**src/design/irps_pkg.sv**
```systemverilog
// ----------------------------------------------------------------------------
// irps_pkg
// Shared types, register codes and constants of the ir proximity scan block.
// ----------------------------------------------------------------------------
package irps_pkg;

    // default parameter values
    localparam int CHANNELS_DEF = 10;
    localparam int SAMPLES_DEF  = 3;

    // field widths
    localparam int CH_W       = 4;
    localparam int LVL_W      = 12;
    localparam int SUM_W      = 14;
    localparam int TICK_W     = 8;
    localparam int MAP_BITS   = 10;
    localparam int CFG_IDX_W  = 3;
    localparam int CFG_DATA_W = 12;
    localparam int S_TDATA_W  = 32;
    localparam int M_TDATA_W  = 32;

    // conversion constants
    localparam int ADC_BITS      = 12;
    localparam int FULL_SCALE_MV = 3300;
    localparam int LVL_SHIFT     = 30;
    localparam int MULT_W        = 30;

    localparam logic [TICK_W-1:0] TICK_MAX = '1;

    // configuration register indexes
    localparam logic [CFG_IDX_W-1:0] REG_SCAN_ENABLE      = 3'd0;
    localparam logic [CFG_IDX_W-1:0] REG_INTERVAL_TICKS   = 3'd1;
    localparam logic [CFG_IDX_W-1:0] REG_THRESHOLD_RING   = 3'd2;
    localparam logic [CFG_IDX_W-1:0] REG_THRESHOLD_CENTER = 3'd3;
    localparam logic [CFG_IDX_W-1:0] REG_THRESHOLD_LEFT   = 3'd4;
    localparam logic [CFG_IDX_W-1:0] REG_THRESHOLD_RIGHT  = 3'd5;

    // reset values of the registers
    localparam logic [TICK_W-1:0] INTERVAL_RST = 8'd2;
    localparam logic [LVL_W-1:0]  THR_RING_RST = 12'd60;
    localparam logic [LVL_W-1:0]  THR_CTR_RST  = 12'd60;
    localparam logic [LVL_W-1:0]  THR_EDGE_RST = 12'd100;

    // channels with a threshold of their own
    localparam int CH_CENTER = 7;
    localparam int CH_LEFT   = 8;
    localparam int CH_RIGHT  = 9;

    typedef struct packed {
        logic              scan_enable;
        logic [TICK_W-1:0] interval_ticks;
        logic [LVL_W-1:0]  threshold_ring;
        logic [LVL_W-1:0]  threshold_center;
        logic [LVL_W-1:0]  threshold_left;
        logic [LVL_W-1:0]  threshold_right;
    } t_cfg;

    typedef struct packed {
        logic [MAP_BITS-1:0] obstacle_map;
        logic                level_valid;
        logic [LVL_W-1:0]    level_mv;
        logic                measure_request;
        logic [CH_W-1:0]     channel;
    } t_result;

    function automatic logic [LVL_W-1:0] thr_for(input int ch, input t_cfg cfg);
        logic [LVL_W-1:0] thr;
        case (ch)
            CH_CENTER: thr = cfg.threshold_center;
            CH_LEFT:   thr = cfg.threshold_left;
            CH_RIGHT:  thr = cfg.threshold_right;
            default:   thr = cfg.threshold_ring;
        endcase
        return thr;
    endfunction

endpackage

```
**src/design/irps_level.sv**
```systemverilog
// ----------------------------------------------------------------------------
// irps_level
// Converts the emitter on/off sample sums into a level in millivolts.
// ----------------------------------------------------------------------------
module irps_level #(
    parameter int SAMPLES = irps_pkg::SAMPLES_DEF
) (
    input  logic [irps_pkg::SUM_W-1:0] i_on_sum,
    input  logic [irps_pkg::SUM_W-1:0] i_off_sum,
    output logic [irps_pkg::LVL_W-1:0] o_level_mv
);

    localparam int PROD_W = irps_pkg::SUM_W + irps_pkg::MULT_W;

    // ceil(3300 * 2^30 / (4096 * SAMPLES)); exact floor for all 14-bit diffs
    localparam longint MULT = (longint'(irps_pkg::FULL_SCALE_MV)
        * (longint'(1) << (irps_pkg::LVL_SHIFT - irps_pkg::ADC_BITS))
        + longint'(SAMPLES) - 1) / longint'(SAMPLES);

    localparam logic [irps_pkg::MULT_W-1:0] MULT_V = irps_pkg::MULT_W'(MULT);
    localparam logic [irps_pkg::SUM_W-1:0]  FULL_V =
        irps_pkg::SUM_W'(irps_pkg::FULL_SCALE_MV);

    logic [irps_pkg::SUM_W-1:0] diff;
    logic [PROD_W-1:0]          prod;
    logic [irps_pkg::SUM_W-1:0] quot;

    always_comb begin
        diff = (i_off_sum > i_on_sum) ? (i_off_sum - i_on_sum) : '0;
        prod = PROD_W'(diff) * PROD_W'(MULT_V);
        quot = prod[PROD_W-1:irps_pkg::LVL_SHIFT];
        // sums beyond full scale clip
        if (quot > FULL_V) begin
            o_level_mv = irps_pkg::LVL_W'(irps_pkg::FULL_SCALE_MV);
        end else begin
            o_level_mv = quot[irps_pkg::LVL_W-1:0];
        end
    end

endmodule

```
**src/design/irps_seq.sv**
```systemverilog
// ----------------------------------------------------------------------------
// irps_seq
// Scan sequencer: channel, phase and tick count, level store, obstacle map.
// ----------------------------------------------------------------------------
module irps_seq #(
    parameter int CHANNELS = irps_pkg::CHANNELS_DEF
) (
    input  logic                       i_clk,
    input  logic                       i_rst_n,
    input  irps_pkg::t_cfg             i_cfg,
    input  logic                       i_restart,
    input  logic                       i_fire,
    input  logic                       i_kind,
    input  logic [irps_pkg::LVL_W-1:0] i_level_mv,
    output irps_pkg::t_result          o_result
);

    localparam int IDX_W = (CHANNELS > 1) ? $clog2(CHANNELS) : 1;
    localparam logic [IDX_W-1:0] LAST_CH = IDX_W'(CHANNELS - 1);

    logic [IDX_W-1:0]            r_ch,    n_ch;
    logic                        r_wait,  n_wait;
    logic [irps_pkg::TICK_W-1:0] r_ticks, n_ticks;
    logic [irps_pkg::LVL_W-1:0]  r_levels [CHANNELS];
    logic [irps_pkg::LVL_W-1:0]  n_levels [CHANNELS];

    logic                        wr_level;
    logic                        level_valid;
    logic [irps_pkg::LVL_W-1:0]  level_out;
    logic [irps_pkg::TICK_W-1:0] ticks_inc;
    logic [irps_pkg::MAP_BITS-1:0] map;

    always_comb begin
        n_ch        = r_ch;
        n_wait      = r_wait;
        n_ticks     = r_ticks;
        wr_level    = 1'b0;
        level_valid = 1'b0;
        level_out   = '0;
        ticks_inc   = (r_ticks != irps_pkg::TICK_MAX) ? (r_ticks + 1'b1) : r_ticks;
        if (!i_cfg.scan_enable) begin
            n_ch    = '0;
            n_wait  = 1'b0;
            n_ticks = '0;
        end else if (i_kind) begin
            // measurement while waiting is dropped
            if (!r_wait) begin
                wr_level    = 1'b1;
                level_valid = 1'b1;
                level_out   = i_level_mv;
                n_wait      = 1'b1;
                n_ticks     = '0;
            end
        end else if (r_wait) begin
            if (ticks_inc >= i_cfg.interval_ticks) begin
                n_ch    = (r_ch == LAST_CH) ? '0 : (r_ch + 1'b1);
                n_wait  = 1'b0;
                n_ticks = '0;
            end else begin
                n_ticks = ticks_inc;
            end
        end
    end

    always_comb begin
        for (int i = 0; i < CHANNELS; i++) begin
            n_levels[i] = (wr_level && (r_ch == IDX_W'(i))) ? i_level_mv : r_levels[i];
        end
    end

    // channels past the map width are stored but not reported
    for (genvar g = 0; g < irps_pkg::MAP_BITS; g++) begin : g_map
        if (g < CHANNELS) begin : g_bit
            assign map[g] = (n_levels[g] >= irps_pkg::thr_for(g, i_cfg));
        end else begin : g_none
            assign map[g] = 1'b0;
        end
    end

    always_ff @(posedge i_clk) begin
        if (!i_rst_n) begin
            r_ch    <= '0;
            r_wait  <= 1'b0;
            r_ticks <= '0;
            for (int i = 0; i < CHANNELS; i++) begin
                r_levels[i] <= '0;
            end
        end else if (i_restart) begin
            r_ch    <= '0;
            r_wait  <= 1'b0;
            r_ticks <= '0;
        end else if (i_fire) begin
            r_ch    <= n_ch;
            r_wait  <= n_wait;
            r_ticks <= n_ticks;
            if (wr_level) begin
                r_levels[r_ch] <= i_level_mv;
            end
        end
    end

    always_comb begin
        o_result.channel         = irps_pkg::CH_W'(n_ch);
        o_result.measure_request = i_cfg.scan_enable && !n_wait;
        o_result.level_mv        = level_out;
        o_result.level_valid     = level_valid;
        o_result.obstacle_map    = map;
    end

endmodule

```
**src/design/ir_proximity_scan_sequencer.sv**
```systemverilog
// ----------------------------------------------------------------------------
// ir_proximity_scan_sequencer
// Ambient-cancelled ir proximity scan over a ring of emitter/receiver pairs.
// ----------------------------------------------------------------------------
// Input stream (i_s_*): one transaction is either a tick (tuser 0) or a
// measurement (tuser 1) carrying the on/off adc sample sums of the channel
// the block last asked for. Every input transaction gives exactly one output
// transaction (o_m_*): current channel, measure request, the level stored by
// a measurement and the obstacle map of all stored levels against their
// group thresholds.
// Configuration goes through the plain write port (i_cfg_*), one register a
// cycle, while the stream is idle; writing scan_enable restarts the scan at
// channel zero and keeps the stored levels.
// An accepted item is held in the input register and its result is then
// registered in the result register. Throughput is one item per cycle
// while the receiver takes results, set by the single input register and
// single result register. Reset clears the channel, phase, tick count, all
// stored levels and the registers to their defaults. When the receiver
// stalls, the result holds and one more item is taken into the input
// register before o_s_tready drops.
// ----------------------------------------------------------------------------
module ir_proximity_scan_sequencer #(
    parameter int CHANNELS = irps_pkg::CHANNELS_DEF,
    parameter int SAMPLES  = irps_pkg::SAMPLES_DEF
) (
    input  logic                            i_clk,
    input  logic                            i_rst_n,
    input  logic                            i_s_tvalid,
    output logic                            o_s_tready,
    // on_sum [13:0], off_sum [27:14], zero [31:28]
    input  logic [irps_pkg::S_TDATA_W-1:0]  i_s_tdata,
    // kind [0]
    input  logic                            i_s_tuser,
    output logic                            o_m_tvalid,
    input  logic                            i_m_tready,
    // channel [3:0], measure_request [4], level_mv [16:5],
    // obstacle_map [26:17], zero [31:27]
    output logic [irps_pkg::M_TDATA_W-1:0]  o_m_tdata,
    // level_valid [0]
    output logic                            o_m_tuser,
    input  logic                            i_cfg_we,
    input  logic [irps_pkg::CFG_IDX_W-1:0]  i_cfg_idx,
    input  logic [irps_pkg::CFG_DATA_W-1:0] i_cfg_data
);

    localparam int SW = irps_pkg::SUM_W;

    irps_pkg::t_cfg    r_cfg;
    irps_pkg::t_result seq_result;
    irps_pkg::t_result r_result;

    logic                       r_in_valid;
    logic                       r_kind;
    logic [SW-1:0]              r_on_sum;
    logic [SW-1:0]              r_off_sum;
    logic                       r_out_valid;
    logic                       advance;
    logic                       fire;
    logic                       in_take;
    logic                       restart;
    logic [irps_pkg::LVL_W-1:0] level_mv;

    assign advance    = !r_out_valid || i_m_tready;
    assign fire       = r_in_valid && advance;
    assign o_s_tready = !r_in_valid || advance;
    assign in_take    = i_s_tvalid && o_s_tready;
    assign restart    = i_cfg_we && (i_cfg_idx == irps_pkg::REG_SCAN_ENABLE);

    // configuration registers
    always_ff @(posedge i_clk) begin
        if (!i_rst_n) begin
            r_cfg.scan_enable      <= 1'b0;
            r_cfg.interval_ticks   <= irps_pkg::INTERVAL_RST;
            r_cfg.threshold_ring   <= irps_pkg::THR_RING_RST;
            r_cfg.threshold_center <= irps_pkg::THR_CTR_RST;
            r_cfg.threshold_left   <= irps_pkg::THR_EDGE_RST;
            r_cfg.threshold_right  <= irps_pkg::THR_EDGE_RST;
        end else if (i_cfg_we) begin
            case (i_cfg_idx)
                irps_pkg::REG_SCAN_ENABLE:      r_cfg.scan_enable      <= i_cfg_data[0];
                irps_pkg::REG_INTERVAL_TICKS:   r_cfg.interval_ticks   <= i_cfg_data[7:0];
                irps_pkg::REG_THRESHOLD_RING:   r_cfg.threshold_ring   <= i_cfg_data;
                irps_pkg::REG_THRESHOLD_CENTER: r_cfg.threshold_center <= i_cfg_data;
                irps_pkg::REG_THRESHOLD_LEFT:   r_cfg.threshold_left   <= i_cfg_data;
                irps_pkg::REG_THRESHOLD_RIGHT:  r_cfg.threshold_right  <= i_cfg_data;
                default: ;
            endcase
        end
    end

    // input register
    always_ff @(posedge i_clk) begin
        if (!i_rst_n) begin
            r_in_valid <= 1'b0;
        end else if (in_take) begin
            r_in_valid <= 1'b1;
        end else if (fire) begin
            r_in_valid <= 1'b0;
        end
    end

    always_ff @(posedge i_clk) begin
        if (in_take) begin
            r_kind    <= i_s_tuser;
            r_on_sum  <= i_s_tdata[SW-1:0];
            r_off_sum <= i_s_tdata[2*SW-1:SW];
        end
    end

    irps_level #(
        .SAMPLES (SAMPLES)
    ) u_level (
        .i_on_sum   (r_on_sum),
        .i_off_sum  (r_off_sum),
        .o_level_mv (level_mv)
    );

    irps_seq #(
        .CHANNELS (CHANNELS)
    ) u_seq (
        .i_clk      (i_clk),
        .i_rst_n    (i_rst_n),
        .i_cfg      (r_cfg),
        .i_restart  (restart),
        .i_fire     (fire),
        .i_kind     (r_kind),
        .i_level_mv (level_mv),
        .o_result   (seq_result)
    );

    // result register
    always_ff @(posedge i_clk) begin
        if (!i_rst_n) begin
            r_out_valid <= 1'b0;
        end else if (fire) begin
            r_out_valid <= 1'b1;
        end else if (i_m_tready) begin
            r_out_valid <= 1'b0;
        end
    end

    always_ff @(posedge i_clk) begin
        if (fire) begin
            r_result <= seq_result;
        end
    end

    assign o_m_tvalid = r_out_valid;
    assign o_m_tdata  = {5'b0, r_result.obstacle_map, r_result.level_mv,
                         r_result.measure_request, r_result.channel};
    assign o_m_tuser  = r_result.level_valid;

endmodule

```
**config.mk**
```make
export PLATFORM = sky130hd
export DESIGN_NAME = ir_proximity_scan_sequencer
export DESIGN_NICKNAME = d
export VERILOG_FILES = /design/src/design/irps_pkg.sv /design/src/design/irps_level.sv /design/src/design/irps_seq.sv /design/src/design/ir_proximity_scan_sequencer.sv
export SDC_FILE = /design/constraint.sdc
export NUM_CORES = 1
export LEC_CHECK = 0
export ABC_AREA = 1
export BUFFER_PORTS_ARGS = -buffer_cell sky130_fd_sc_hd__buf_2
export CELL_PAD_IN_SITES_DETAIL_PLACEMENT = 0
export CELL_PAD_IN_SITES_GLOBAL_PLACEMENT = 1
export CORE_UTILIZATION = 47
export CTS_CLUSTER_SIZE = 30
export DETAILED_ROUTE_END_ITERATION = 6
export PLACE_DENSITY_LB_ADDON = 0.3
export SYNTH_ARGS = -nofsm -noshare
export SYNTH_HDL_FRONTEND = slang
export SYNTH_SLANG_ARGS = --single-unit
```
**constraint.sdc**
```tcl
create_clock -name i_clk -period 8.4 [get_ports i_clk]
set_input_delay 1.26 -clock i_clk [delete_from_list [all_inputs] [get_ports i_clk]]
set_output_delay 1.26 -clock i_clk [all_outputs]
set_load 0.005 [all_outputs]
```
; ---- Word level (Yosys, flattened, before mapping)
; Memory sizes are Yosys's and may differ from the RTL's.
; Cells that the tools add are included.
[word_totals]
ramBits = 120
in_bits = 53
regBits = 129
elab_cells = 133
mem_count = 1
[mem_list]
columns = name, depth, word_bits, read_ports, rd_clocked_by_memory_dff, wr, line
row1 = u_seq.r_levels, 10, 12, 10, 0, 10, irps_seq.sv:24  ; logic [irps_pkg::LVL_W-1:0] r_levels [CHANNELS];
[op_classes]
eq_ne = 17
n_mux = 43
order_cmp = 13
bitwise_logic = 3
reduce_logical = 33
add_sub_neg = 3
n_mul = 1
[ops]
columns = cell, count
row1 = 12-bit 2-to-1 mux, 12
row2 = 12-bit greater-or-equal comparator, 10
row3 = 8-bit 2-to-1 mux, 6
row4 = 4-bit 2-to-1 mux, 6
row5 = 14-bit by 9-bit multiplier with 23-bit output (second input constant), 1
row6 = 1-bit 2-to-1 mux, 18
row7 = 4-bit by 3-bit equality test with 1-bit output (second input constant), 4
row8 = 14-bit greater-than comparator, 1
row9 = 1-bit logical AND, 14
row10 = 14-bit 2-to-1 mux, 1
row11 = 14-bit subtractor, 1
row12 = 13-bit by 12-bit greater-than comparator with 1-bit output (second input constant), 1
row13 = 2-bit AND reduction, 6
row14 = 12-bit OR reduction, 1
row15 = 8-bit by 1-bit adder with 8-bit output (second input constant), 1
row16 = 4-bit by 2-bit equality test with 1-bit output (second input constant), 2
row17 = 4-bit equality test (second input constant), 2
row18 = 8-bit greater-or-equal comparator, 1
row19 = 8-bit != test (second input constant), 1
row20 = 3-bit by 2-bit equality test with 1-bit output (second input constant), 2
row21 = 3-bit equality test (second input constant), 2
row22 = 4-bit by 1-bit adder with 4-bit output (second input constant), 1
row23 = 4-bit by 1-bit equality test with 1-bit output (second input constant), 1
row24 = 4-bit logical NOT, 1
row25 = other kinds (11), 17

; ---- Logic depth before layout (Yosys ltp)
; Gate-level depths: netlist of the first run.
[depth]
depth_word = 10
depth_mapped = 50

; ---- Modules after synthesis
; From an unflattened synthesis of the first run, not the netlist that was laid out.
[unflattened]
hier_cells = 2019
hier_area_um2 = 16587.2
[by_module_without_submodules]
columns = mod, area_per_inst_um2, cells_per_inst, instances
row1 = irps_seq, 9515.4, 1176, 1
row2 = ir_proximity_scan_sequencer, 4119.0, 400, 1
row3 = irps_level, 2952.8, 443, 1

; ---- Worst setup path after synthesis of the first run
; No wires, ideal clock.
[synth_timing]
kind = register to register
startpoint = register r_on_sum[0]
endpoint = register r_result (netlist bit o_m_tdata[24]) (data pin)
setup_ps = 259
t_required_ps = 8141
arrival_time_ps = 6685
path_slack_ps = 1456
stages_incl_launch_ff = 43
path_buffers = 1
period_less_slack_ps = 6944
path_cell_list = edfxtp_1 -> ha_1 -> fa_1 -> inv_1 -> nand2_1 -> nand3_1 -> nand2_1 -> nand2_2 -> nand2_2 -> inv_1 -> o21ai_0 -> a21oi_1 -> ha_1 -> ha_1 -> fa_1 -> inv_1 -> fa_1 -> inv_1 -> [7 not listed] -> nand2_1 -> nand3_1 -> nor2_1 -> nand2_1 -> nand3_4 -> buf_2 -> nand3_1 -> nand2_1 -> ha_1 -> a21boi_0 -> o21a_1 -> o21a_1 -> nor2_1 -> o221ai_1 -> a21oi_1 -> nor2_1 -> o211ai_1 -> nand2_1
[synth_lines]
columns = element, line
row1 = from (decl), ir_proximity_scan_sequencer.sv:54  ; logic [SW-1:0] r_on_sum;
row2 = from (signal assigned), ir_proximity_scan_sequencer.sv:105  ; r_on_sum <= i_s_tdata[SW-1:0];
row3 = to (signal assigned), ir_proximity_scan_sequencer.sv:144  ; r_result <= seq_result;
row4 = to (decl), ir_proximity_scan_sequencer.sv:50  ; irps_pkg::t_result r_result;

==> results of run 1 <==
==> layout by cell type (no fill, tap or decap), types with 10 or more instances in the layout <==
| cell | instances |
|---|---|
| nor2_1 | 229 |
| o21ai_0 | 93 |
| buf_4 | 24 |
| nand3_1 | 83 |
| edfxtp_1 | 177 |
| or2_2 | 12 |
| nand2_1 | 469 |
| inv_1 | 255 |
| nor3_1 | 13 |
| clkbuf_16 | 29 |
| nand4_1 | 16 |
| o211ai_1 | 16 |
| buf_2 | 78 |
| a21oi_1 | 137 |
| dfxtp_1 | 72 |
| fa_1 | 18 |
| o221ai_1 | 10 |
| ha_1 | 205 |
==> layer usage <==
metal / vias up / track usage (%)
li1: 6641 / -
met1: 6148 / 34.3
met2: 361 / 39.2
met3: 91 / 3.61
met4: 0 / 9.57
met5: - / 0
==> logic make-up (layout without fill, tap and decap cells) <==
logic type / Yosys count / in the layout / synth area share [%]
simple gates: 840 / 840 / 21.0
compound gates: 304 / 304 / 10.6
other cells: 1 / 5 / 0.0231
buf+inv: 327 / 419 / 7.84
flops: 249 / 249 / 41.7
mux: 1 / 1 / 0.0617
fa+ha+maj: 223 / 223 / 18.0
xor+xnor: 14 / 14 / 0.803
==> worst min-delay path by stage <==
stage,endpoint,slack (ns)
floorplan,r_cfg[10]$_SDFFE_PN0P_,0.44
global placement,r_cfg[11]$_SDFFE_PN0P_,0.45
detailed placement,r_cfg[55]$_SDFFE_PN0P_,0.46
CTS,r_cfg[55]$_SDFFE_PN0P_,0.46
global route,r_cfg[34]$_SDFFE_PN0P_,0.48
finish,r_cfg[55]$_SDFFE_PN0P_,0.46
==> flip-flops by register name (all words and copies together) (netlist names) <==
name / flops
o_m_tuser: 1
o_m_tdata: 27
u_seq.r_ticks: 8
u_seq.r_levels: 120
u_seq.r_ch: 4
r_kind: 1
r_cfg: 57
r_on_sum: 14
r_off_sum: 14
u_seq.r_wait: 1
o_m_tvalid: 1
r_in_valid: 1
==> tightest hold or removal path, cell delays in order (launching register included) <==
cell and delay, ns:
dfxtp_1 0.30, inv_1 0.06, a21oi_1 0.06
==> Yosys cell counts, types with 16 or more instances <==
cell type and n:
nand3_1 83, nand2_1 469, ha_1 205, a21oi_1 140, clkbuf_1 39, nand4_1 16, edfxtp_1 177, dfxtp_1 72
nor2_1 230, inv_1 256, o211ai_1 16, o21ai_0 93, fa_1 18
==> power by group through the flow <==
stage / clock network, mW / logic [mW] / registers (mW)
floorplan: 0 / 0.924 / 1.40
global route: 1.36 / 1.81 / 1.38
finish: 1.29 / 1.68 / 1.38
detailed placement: 0 / 1.63 / 1.40
global placement: 0 / 1.61 / 1.40
CTS: 1.31 / 1.63 / 1.38
==> repair_timing <==
action	in CTS	in global routing
hold endpoints to repair	0	0
setup endpoints to repair	0	10
buffers inserted	0	0
resized for setup	0	9
==> final cells by class <==
type | count | area, sq um | area share, %
inverter | 261 | 980 | 5.42
timing repair buffer | 104 | 593 | 3.28
multi-input combinational | 1387 | 8230 | 45.5
clock inverter | 23 | 233 | 1.29
clock buffer | 31 | 733 | 4.05
tap | 448 | 561 | 3.10
sequential | 249 | 6760 | 37.4
==> stage by stage <==
step	hold slack, ns	instances	total power, mW	utilization, %	worst slack (ns)
2_1_floorplan	0.435	1963	2.32	-	1.46
3_3_place_gp	0.450	2449	3.01	50.7	0.613
3_5_place_dp	0.455	2449	3.03	50.7	0.554
4_1_cts	0.465	2503	4.32	53.6	0.523
5_1_grt	0.483	2503	4.54	53.7	0.0236
6_report	0.460	2503	4.34	53.7	0.572
==> flow_metrics.py, run 1 <==
metrics = {
    "global_route": {
        "grt_pass1_vias": 12321,
        "grt_use_total_pct": 24.8,
        "grt_max_degree": 64,
        "grt_pass1_wl_um": 67600,
        "antenna_found_initial": 0,
        "overflow": 0,
    },
    "placed_design": {
        "place_area_sq_um": 17100,
        "port_buffers": 78,
        "globalplace.congestion": 0.864,
        "dp_hpwl_um": 30400,
    },
    "synth": {
        "yosysWarnings": 0,
        "synth-seq-area-share_pct": 41.7,
        "synth.largest_area_cell": "edfxtp_1",
        "syn_avg_cell_area_sq_um": 8.28,
        "async_flop_share_pct": 0,
        "synth_top_area_share_pct": 32.8,
        "ys_dominant_reg_cell": "edfxtp_1",
        "synth_enable_flop_cells": 177,
        "synth_seq_cells": 249,
        "syn_area_sq_um": 16200,
        "syn_inst": 1959,
        "synthTopCellsByArea": "edfxtp_1 33%, ha_1 16%, nand2_1 11%, dfxtp_1 8.9%, inv_1 5.9%",
        "ys_types": 45,
    },
    "critical_path": {
        "path_common_cell": "nand2_1",
        "cp_slowest_cell": "fa_1",
        "crit_type": "flip-flop to flip-flop",
        "r2r_start": "r_on_sum[0]$_DFFE_PP_",
        "required_ns": 8.74,
        "path_max_fanout": 10,
        "crit_end": "o_m_tdata[23]$_DFFE_PP_",
        "r2r_setup_slack_ns": 0.57,
        "cp.arrival_ns": 8.16,
        "path_buf_inv": 7,
        "critPathCaptureType": "flip-flop",
        "cp.depth": 45,
        "reg2reg_depth": 45,
        "cp-start-kind": "flip-flop",
        "reg2reg_to": "o_m_tdata[23]$_DFFE_PP_",
        "critical_path.top_delay_family": "adder cells",
        "crit_path_start": "r_on_sum[0]$_DFFE_PP_",
        "max_stage_delay_ns": 0.55,
    },
    "route": {
        "drt-total-wl_um": 43500,
        "routedWlPerCell_um": 17.4,
        "highest_layer": "met4",
        "via_per_inst": 5.29,
        "wl_met3_um": 2790,
        "num_vias": 13241,
        "dr.pass1.iters": 5,
        "drt-met1-wl_um": 20000,
        "drtAntennaViolNets": 0,
        "wl_met2_um": 19000,
        "drt_drc_violations_left": 0,
        "drtIter0Drc": 1027,
    },
    "flow_run": {
        "cap_violations": 0,
    },
    "sta": {
        "rsz0062_at_grt": "false",
        "tightestPinTransition_ns": 1.14,
        "hold_viol_final": 0,
        "setup_violations": 0,
        "totalNegativeSetupSlack_ns": 0,
        "final_max_slew_viol_count": 0,
        "fmax_ghz": 0.128,
        "skew_ns": 0.0102,
        "slew_headroom_pct": 24.0,
        "min_period_ns": 7.83,
        "period_share_pct": 93.2,
    },
    "clock_network": {
        "cts_buffers": 29,
        "root_buffer": "clkbuf_16",
        "worstSkewPairLatency_ns": 0.58,
        "cts_tree": "done",
        "clkSinkCount": 249,
        "clk_pin_slew_ns": 0.06,
        "cts.path.max_buffers": 3,
        "cts.htree.levels": 1,
        "ctsHoldBuffers": 0,
    },
    "floorplan": {
        "io_pins": 88,
        "fp.coreArea_sq_um": 33700,
        "die_w_um": 188,
        "core.rowCount": 67,
        "die_area_sq_um": 35200,
        "die_h_um": 188,
        "initial_core_util_pct": 48.1,
    },
    "power": {
        "power_density_nw_per_um2": 240,
        "clock_power_share_pct": 29.7,
        "switching_share_pct": 41.4,
        "peakVddDrop_mv": 0.229,
        "pwr-share-comb_pct": 38.6,
        "p_switching_mw": 1.80,
        "p_seq_share_pct": 31.7,
        "p_leak_nw": 8.57,
        "internal_power_mw": 2.55,
    },
    "hold_path": {
        "worst_hold_path_type": "flip-flop to flip-flop",
        "hold_path_depth": 2,
        "min_from": "r_cfg[55]$_SDFFE_PN0P_",
    },
    "finish": {
        "num-fill-cells": 3216,
        "area_delta_synth_final_pct": 11.6,
        "num-nets-final": 2308,
        "fin_area_sq_um": 18100,
        "drive_gt1_share_pct": 8.91,
        "antenna_cells": 0,
    },
    "run_status": {
        "status": "completed",
    },
}
No activity file was read; power rests on OpenSTA's default activity.
==> run 2: changes to the inputs <==
--- a/config.mk
+++ b/config.mk
@@ -9,10 +9,11 @@
 export BUFFER_PORTS_ARGS = -buffer_cell sky130_fd_sc_hd__buf_2
 export CELL_PAD_IN_SITES_DETAIL_PLACEMENT = 0
 export CELL_PAD_IN_SITES_GLOBAL_PLACEMENT = 1
-export CORE_UTILIZATION = 47
+export CORE_UTILIZATION = 45
 export CTS_CLUSTER_SIZE = 30
 export DETAILED_ROUTE_END_ITERATION = 6
 export PLACE_DENSITY_LB_ADDON = 0.3
+export RECOVER_POWER = 50
 export SYNTH_ARGS = -nofsm -noshare
 export SYNTH_HDL_FRONTEND = slang
 export SYNTH_SLANG_ARGS = --single-unit
==> run 2 against run 1 <==
  * First-iteration DRC count shrank 4.9%
  * Sequential share of layout area hardly changed
  * Core utilization decreased by 2.8 points
  * Clock power about the same
  * Wire length fell by 0.15%
  * The flow now finishes with violations (capacitance limit, slew limit)
  * Critical path depth fell by 2
  * Count of clock-buffer cells in the layout increased by 10
  * Power decreased by 0.90%
  * Critical path type unchanged
==> flow_metrics.py, run 2 (same netlist as run 1, synthesis figures left out) <==
metrics = {
    "finish": {
        "layout_commonest_cell": "nand2_1",
        "area_delta_synth_final_pct": 11.4,
        "largest_reg_flops": 120,
        "regMostFlops": "u_seq.r_levels",
        "drive_gt1_share_pct": 8.08,
        "mostFrequentLayoutCells": "469 x nand2_1, 253 x inv_1, 229 x nor2_1, 205 x ha_1, 177 x edfxtp_1",
        "num-fill-cells": 3468,
        "antenna_cells": 0,
        "fin_util_pct": 50.9,
        "num-nets-final": 2307,
    },
    "power": {
        "p_leak_nw": 8.50,
        "peakVddDrop_mv": 0.221,
        "power_density_nw_per_um2": 238,
    },
    "global_route": {
        "grt_use_total_pct": 24.3,
        "grt_max_degree": 64,
        "antenna_found_initial": 0,
        "overflow": 0,
        "grt_pass1_wl_um": 67800,
        "grt_pass1_vias": 12431,
    },
    "run_status": {
        "failed_checks": "capacitance limit, slew limit",
        "status": "finished with violations",
    },
    "critical_path": {
        "cp_slowest_cell": "fa_1",
        "critPathCaptureType": "flip-flop",
        "r2r_setup_slack_ns": 0.67,
        "path_max_fanout": 10,
        "crit_type": "flip-flop to flip-flop",
        "max_stage_delay_ns": 0.54,
        "path_common_cell": "nand2_1",
        "required_ns": 8.70,
        "cp.arrival_ns": 8.03,
        "cp-start-kind": "flip-flop",
    },
    "sta": {
        "skew_ns": 0.0103,
        "tightestPinTransition_ns": 2.86,
        "slew_headroom_pct": -90.7,
        "period_share_pct": 92.0,
        "setup_violations": 0,
        "hold-worst-slack_ns": 0.460,
        "min_period_ns": 7.73,
        "hold_viol_final": 0,
        "totalNegativeSetupSlack_ns": 0,
        "rsz0062_at_grt": "false",
        "final_max_slew_viol_count": 97,
        "fmax_ghz": 0.129,
    },
    "clock_network": {
        "root_buffer": "clkbuf_16",
        "cts_buffers": 29,
        "clk_pin_slew_ns": 0.06,
        "clkSinkCount": 249,
        "cts.path.max_buffers": 3,
        "ctsHoldBuffers": 0,
        "worstSkewPairLatency_ns": 0.58,
        "cts_tree": "done",
        "cts.htree.levels": 1,
    },
    "route": {
        "via_per_inst": 5.25,
        "dr.pass1.iters": 5,
        "drt_drc_violations_left": 0,
        "drtAntennaViolNets": 0,
        "drt-total-wl_um": 43500,
        "drtIter0Drc": 977,
        "num_vias": 13215,
        "routedWlPerCell_um": 17.3,
    },
    "floorplan": {
        "io_pins": 88,
        "core.rowCount": 69,
        "die_area_sq_um": 36800,
        "die_w_um": 192,
        "initial_core_util_pct": 45.7,
        "die_h_um": 192,
        "fp.coreArea_sq_um": 35500,
    },
    "placed_design": {
        "port_buffers": 78,
        "dp_hpwl_um": 30300,
        "globalplace.congestion": 0.865,
    },
    "hold_path": {
        "worst_hold_path_type": "flip-flop to flip-flop",
    },
    "flow_run": {
        "cap_violations": 2,
    },
}
==> run 2: worst paths after layout <==
| kind | from | endpoint | depth (start not counted) |
|---|---|---|---|
| min | r_cfg[7]$_SDFFE_PN0P_ | r_cfg[7]$_SDFFE_PN0P_ | 2 |
| min reg2reg | r_cfg[7]$_SDFFE_PN0P_ | r_cfg[7]$_SDFFE_PN0P_ | 2 |
| max reg2reg | r_on_sum[0]$_DFFE_PP_ | o_m_tdata[24]$_DFFE_PP_ | 43 |
| max | r_on_sum[0]$_DFFE_PP_ | o_m_tdata[24]$_DFFE_PP_ | 43 |
==> run 2: per-stage QoR <==
| stage | std cells | setup slack, ns | power, mW | instance area (sq um) |
|---|---|---|---|---|
| floorplan | 1963 | 1.46 | 2.32 | 16200 |
| global placement | 2461 | 0.631 | 3.00 | 17100 |
| detailed placement | 2461 | 0.633 | 3.02 | 17100 |
| CTS | 2515 | 0.589 | 4.31 | 18100 |
| global route | 2515 | 0.0374 | 4.52 | 18100 |
| finish | 2515 | 0.670 | 4.30 | 18100 |
==> run 2: report_power, final <==
| part | internal, mW | total [mW] | switching [mW] | leakage, nW |
|---|---|---|---|---|
| Combinational | 0.409 | 1.64 | 1.23 | 5.66 |
| Clock | 0.756 | 1.29 | 0.534 | 0.474 |
| Sequential | 1.36 | 1.38 | 0.0152 | 2.37 |
==> run 2: critical path, delay by kind of cell (launching register included) <==
family          cells  cell delay (ns)
fa+ha+maj           8             2.82
compound gates      8             1.27
buf+inv             5             0.46
simple gates       22             2.53
flops               1             0.36
==> run 2: layout make-up <==
type	instances	area, sq um	share of cell area (%)
Inverter	261	980	5.42
Sequential cell	249	6760	37.4
Timing Repair Buffer	103	544	3.01
Clock buffer	41	831	4.60
Clock inverter	13	150	0.831
Tap cell	461	577	3.19
Multi-Input combinational cell	1387	8230	45.5
==> run 2: routing by layer <==
layer | routed length (um) | GRT usage (%) | up-vias
li1 | - | - | 6641
met1 | 20200 | 33.7 | 6121
met2 | 19200 | 38.9 | 371
met3 | 2560 | 3.33 | 82
met4 | 1470 | 7.75 | 0
met5 | 0 | 0 | -
==> run 2: repair_timing <==
item                       CTS  global route
setup endpoints to repair    0            10
resized for setup            0             8
buffers inserted             0             0
==> run 3: changes to the inputs <==
--- a/config.mk
+++ b/config.mk
@@ -10,6 +10,7 @@
 export CELL_PAD_IN_SITES_DETAIL_PLACEMENT = 0
 export CELL_PAD_IN_SITES_GLOBAL_PLACEMENT = 1
 export CORE_UTILIZATION = 45
+export CTS_BUF_LIST = sky130_fd_sc_hd__clkbuf_8
 export CTS_CLUSTER_SIZE = 30
 export DETAILED_ROUTE_END_ITERATION = 6
 export PLACE_DENSITY_LB_ADDON = 0.3
==> run 3 against run 2 <==
  * The run still ends with capacitance limit, slew limit left
  * Die area is the same
  * Final area shrank 0.23%
  * Power shrank 1.9%
==> flow_metrics.py, run 3 (same netlist as run 1, synthesis figures left out) <==
metrics = {
    "flow_run": {
        "cap_violations": 2,
    },
    "power": {
        "p_switching_mw": 1.78,
        "switching_share_pct": 42.3,
        "internal_power_mw": 2.44,
        "p_seq_share_pct": 32.6,
        "peakVddDrop_mv": 0.211,
        "clock_power_share_pct": 28.7,
        "pwr-share-comb_pct": 38.7,
        "p_leak_nw": 8.56,
        "power_density_nw_per_um2": 234,
    },
    "sta": {
        "min_period_ns": 7.64,
        "skew_ns": 0.0307,
        "slew_headroom_pct": -88.6,
        "rsz0062_at_grt": "false",
        "hold_viol_final": 0,
        "period_share_pct": 91.0,
        "setup_violations": 0,
        "fmax_ghz": 0.131,
        "totalNegativeSetupSlack_ns": 0,
        "final_max_slew_viol_count": 97,
        "tightestPinTransition_ns": 2.83,
    },
    "critical_path": {
        "reg2reg_to": "o_m_tdata[24]$_DFFE_PP_",
        "max_stage_delay_ns": 0.54,
        "required_ns": 8.76,
        "cp.arrival_ns": 8.01,
        "crit_type": "flip-flop to flip-flop",
        "r2r_start": "r_on_sum[0]$_DFFE_PP_",
        "reg2reg_depth": 43,
        "critPathCaptureType": "flip-flop",
        "path_max_fanout": 10,
        "cp_slowest_cell": "fa_1",
        "path_common_cell": "nand2_1",
        "cp-start-kind": "flip-flop",
        "r2r_setup_slack_ns": 0.76,
    },
    "route": {
        "wl_met3_um": 2850,
        "drt-met1-wl_um": 20300,
        "dr.pass1.iters": 5,
        "wl_met2_um": 19400,
        "highest_layer": "met4",
        "drtAntennaViolNets": 0,
        "via_per_inst": 5.25,
        "routedWlPerCell_um": 17.2,
        "drt-total-wl_um": 43900,
        "drtIter0Drc": 964,
        "drt_drc_violations_left": 0,
        "num_vias": 13342,
    },
    "finish": {
        "area_delta_synth_final_pct": 11.1,
        "fin_area_sq_um": 18000,
        "antenna_cells": 0,
        "drive_gt1_share_pct": 8.84,
        "regMostFlops": "u_seq.r_levels",
        "layout_commonest_cell": "nand2_1",
        "num-nets-final": 2322,
        "mostFrequentLayoutCells": "469 x nand2_1, 267 x inv_1, 229 x nor2_1, 205 x ha_1, 177 x edfxtp_1",
        "largest_reg_flops": 120,
    },
    "placed_design": {
        "place_area_sq_um": 17100,
        "dp_hpwl_um": 30300,
        "globalplace.congestion": 0.865,
        "port_buffers": 78,
    },
    "clock_network": {
        "clk_pin_slew_ns": 0.07,
        "cts_buffers": 44,
        "cts.htree.levels": 2,
        "worstSkewPairLatency_ns": 0.63,
        "cts_tree": "done",
        "root_buffer": "clkbuf_8",
        "clkSinkCount": 249,
        "post_cts_buffers": 0,
        "cts.path.max_buffers": 3,
    },
    "floorplan": {
        "io_pins": 88,
        "core.rowCount": 69,
        "die_w_um": 192,
        "die_area_sq_um": 36800,
        "fp.coreArea_sq_um": 35500,
        "die_h_um": 192,
        "initial_core_util_pct": 45.7,
    },
    "hold_path": {
        "worst_hold_path_type": "flip-flop to flip-flop",
        "hold_path_depth": 2,
        "min_from": "r_cfg[3]$_SDFFE_PN0P_",
        "whs_endpoint": "r_cfg[3]$_SDFFE_PN0P_",
    },
    "global_route": {
        "antenna_found_initial": 0,
        "grt_pass1_vias": 12476,
        "grt_max_degree": 64,
        "grt_pass1_wl_um": 68300,
        "overflow": 0,
        "grt_use_total_pct": 24.6,
    },
    "run_status": {
        "failed_checks": "capacitance limit, slew limit",
        "status": "finished with violations",
    },
}
[run 3: worst max path at each step]
stage,start,slack (ns),to
2_1_floorplan,r_on_sum[0]$_DFFE_PP_,1.46,o_m_tdata[24]$_DFFE_PP_
3_3_place_gp,r_on_sum[0]$_DFFE_PP_,0.63,o_m_tdata[20]$_DFFE_PP_
3_5_place_dp,r_on_sum[0]$_DFFE_PP_,0.63,o_m_tdata[24]$_DFFE_PP_
4_1_cts,r_on_sum[0]$_DFFE_PP_,0.62,o_m_tdata[20]$_DFFE_PP_
5_1_grt,r_on_sum[0]$_DFFE_PP_,0.05,o_m_tdata[25]$_DFFE_PP_
6_report,r_on_sum[0]$_DFFE_PP_,0.76,o_m_tdata[24]$_DFFE_PP_
[run 3: power by group through the flow]
stage	sequential [mW]	clock, mW	combinational [mW]
after global routing	1.38	1.29	1.78
after detailed placement	1.40	0	1.61
after floorplan	1.40	0	0.924
after global placement	1.40	0	1.60
after CTS	1.38	1.24	1.62
final	1.38	1.21	1.63
[run 3: final cells by class]
type,instances,area [sq um]
Clock buffer,49,674
Clock inverter,33,265
Fill cell,3501,17500
Inverter,261,980
Multi-Input combinational cell,1387,8230
Sequential cell,249,6760
Tap cell,461,577
Timing Repair Buffer,103,544
[run 3: metal layers]
metal / up-vias / track usage [%]
li1: 6669 / -
met1: 6189 / 33.6
met2: 401 / 39.2
met3: 83 / 4.29
met4: 0 / 8.39
met5: - / 0
[run 3: worst max-delay path: cells and delay by family, from the launching register on]
| kind | cells | cell delay [ns] |
|---|---|---|
| AND/OR/NAND/NOR | 22 | 2.48 |
| AO/OA/AOI/OAI | 8 | 1.26 |
| adder cells (fa/ha/maj) | 8 | 2.82 |
| buffers and inverters | 5 | 0.46 |
| flip-flops | 1 | 0.36 |
[run 3: through the flow]
step | power [mW] | worst slack [ns] | hold WS (ns) | util, % | cells
floorplan | 2.32 | 1.46 | 0.435 | - | 1963
global placement | 3.00 | 0.631 | 0.448 | 48.2 | 2461
detailed placement | 3.02 | 0.633 | 0.455 | 48.2 | 2461
CTS | 4.23 | 0.620 | 0.464 | 50.8 | 2543
global route | 4.45 | 0.0479 | 0.482 | 50.8 | 2543
finish | 4.22 | 0.756 | 0.460 | 50.8 | 2543
[run 3: repair_timing]
item | in CTS | in global routing
endpoints found under the hold margin | 0 | 0
resized for setup | 0 | 8
hold buffers | 0 | 0
setup endpoints to repair | 0 | 10
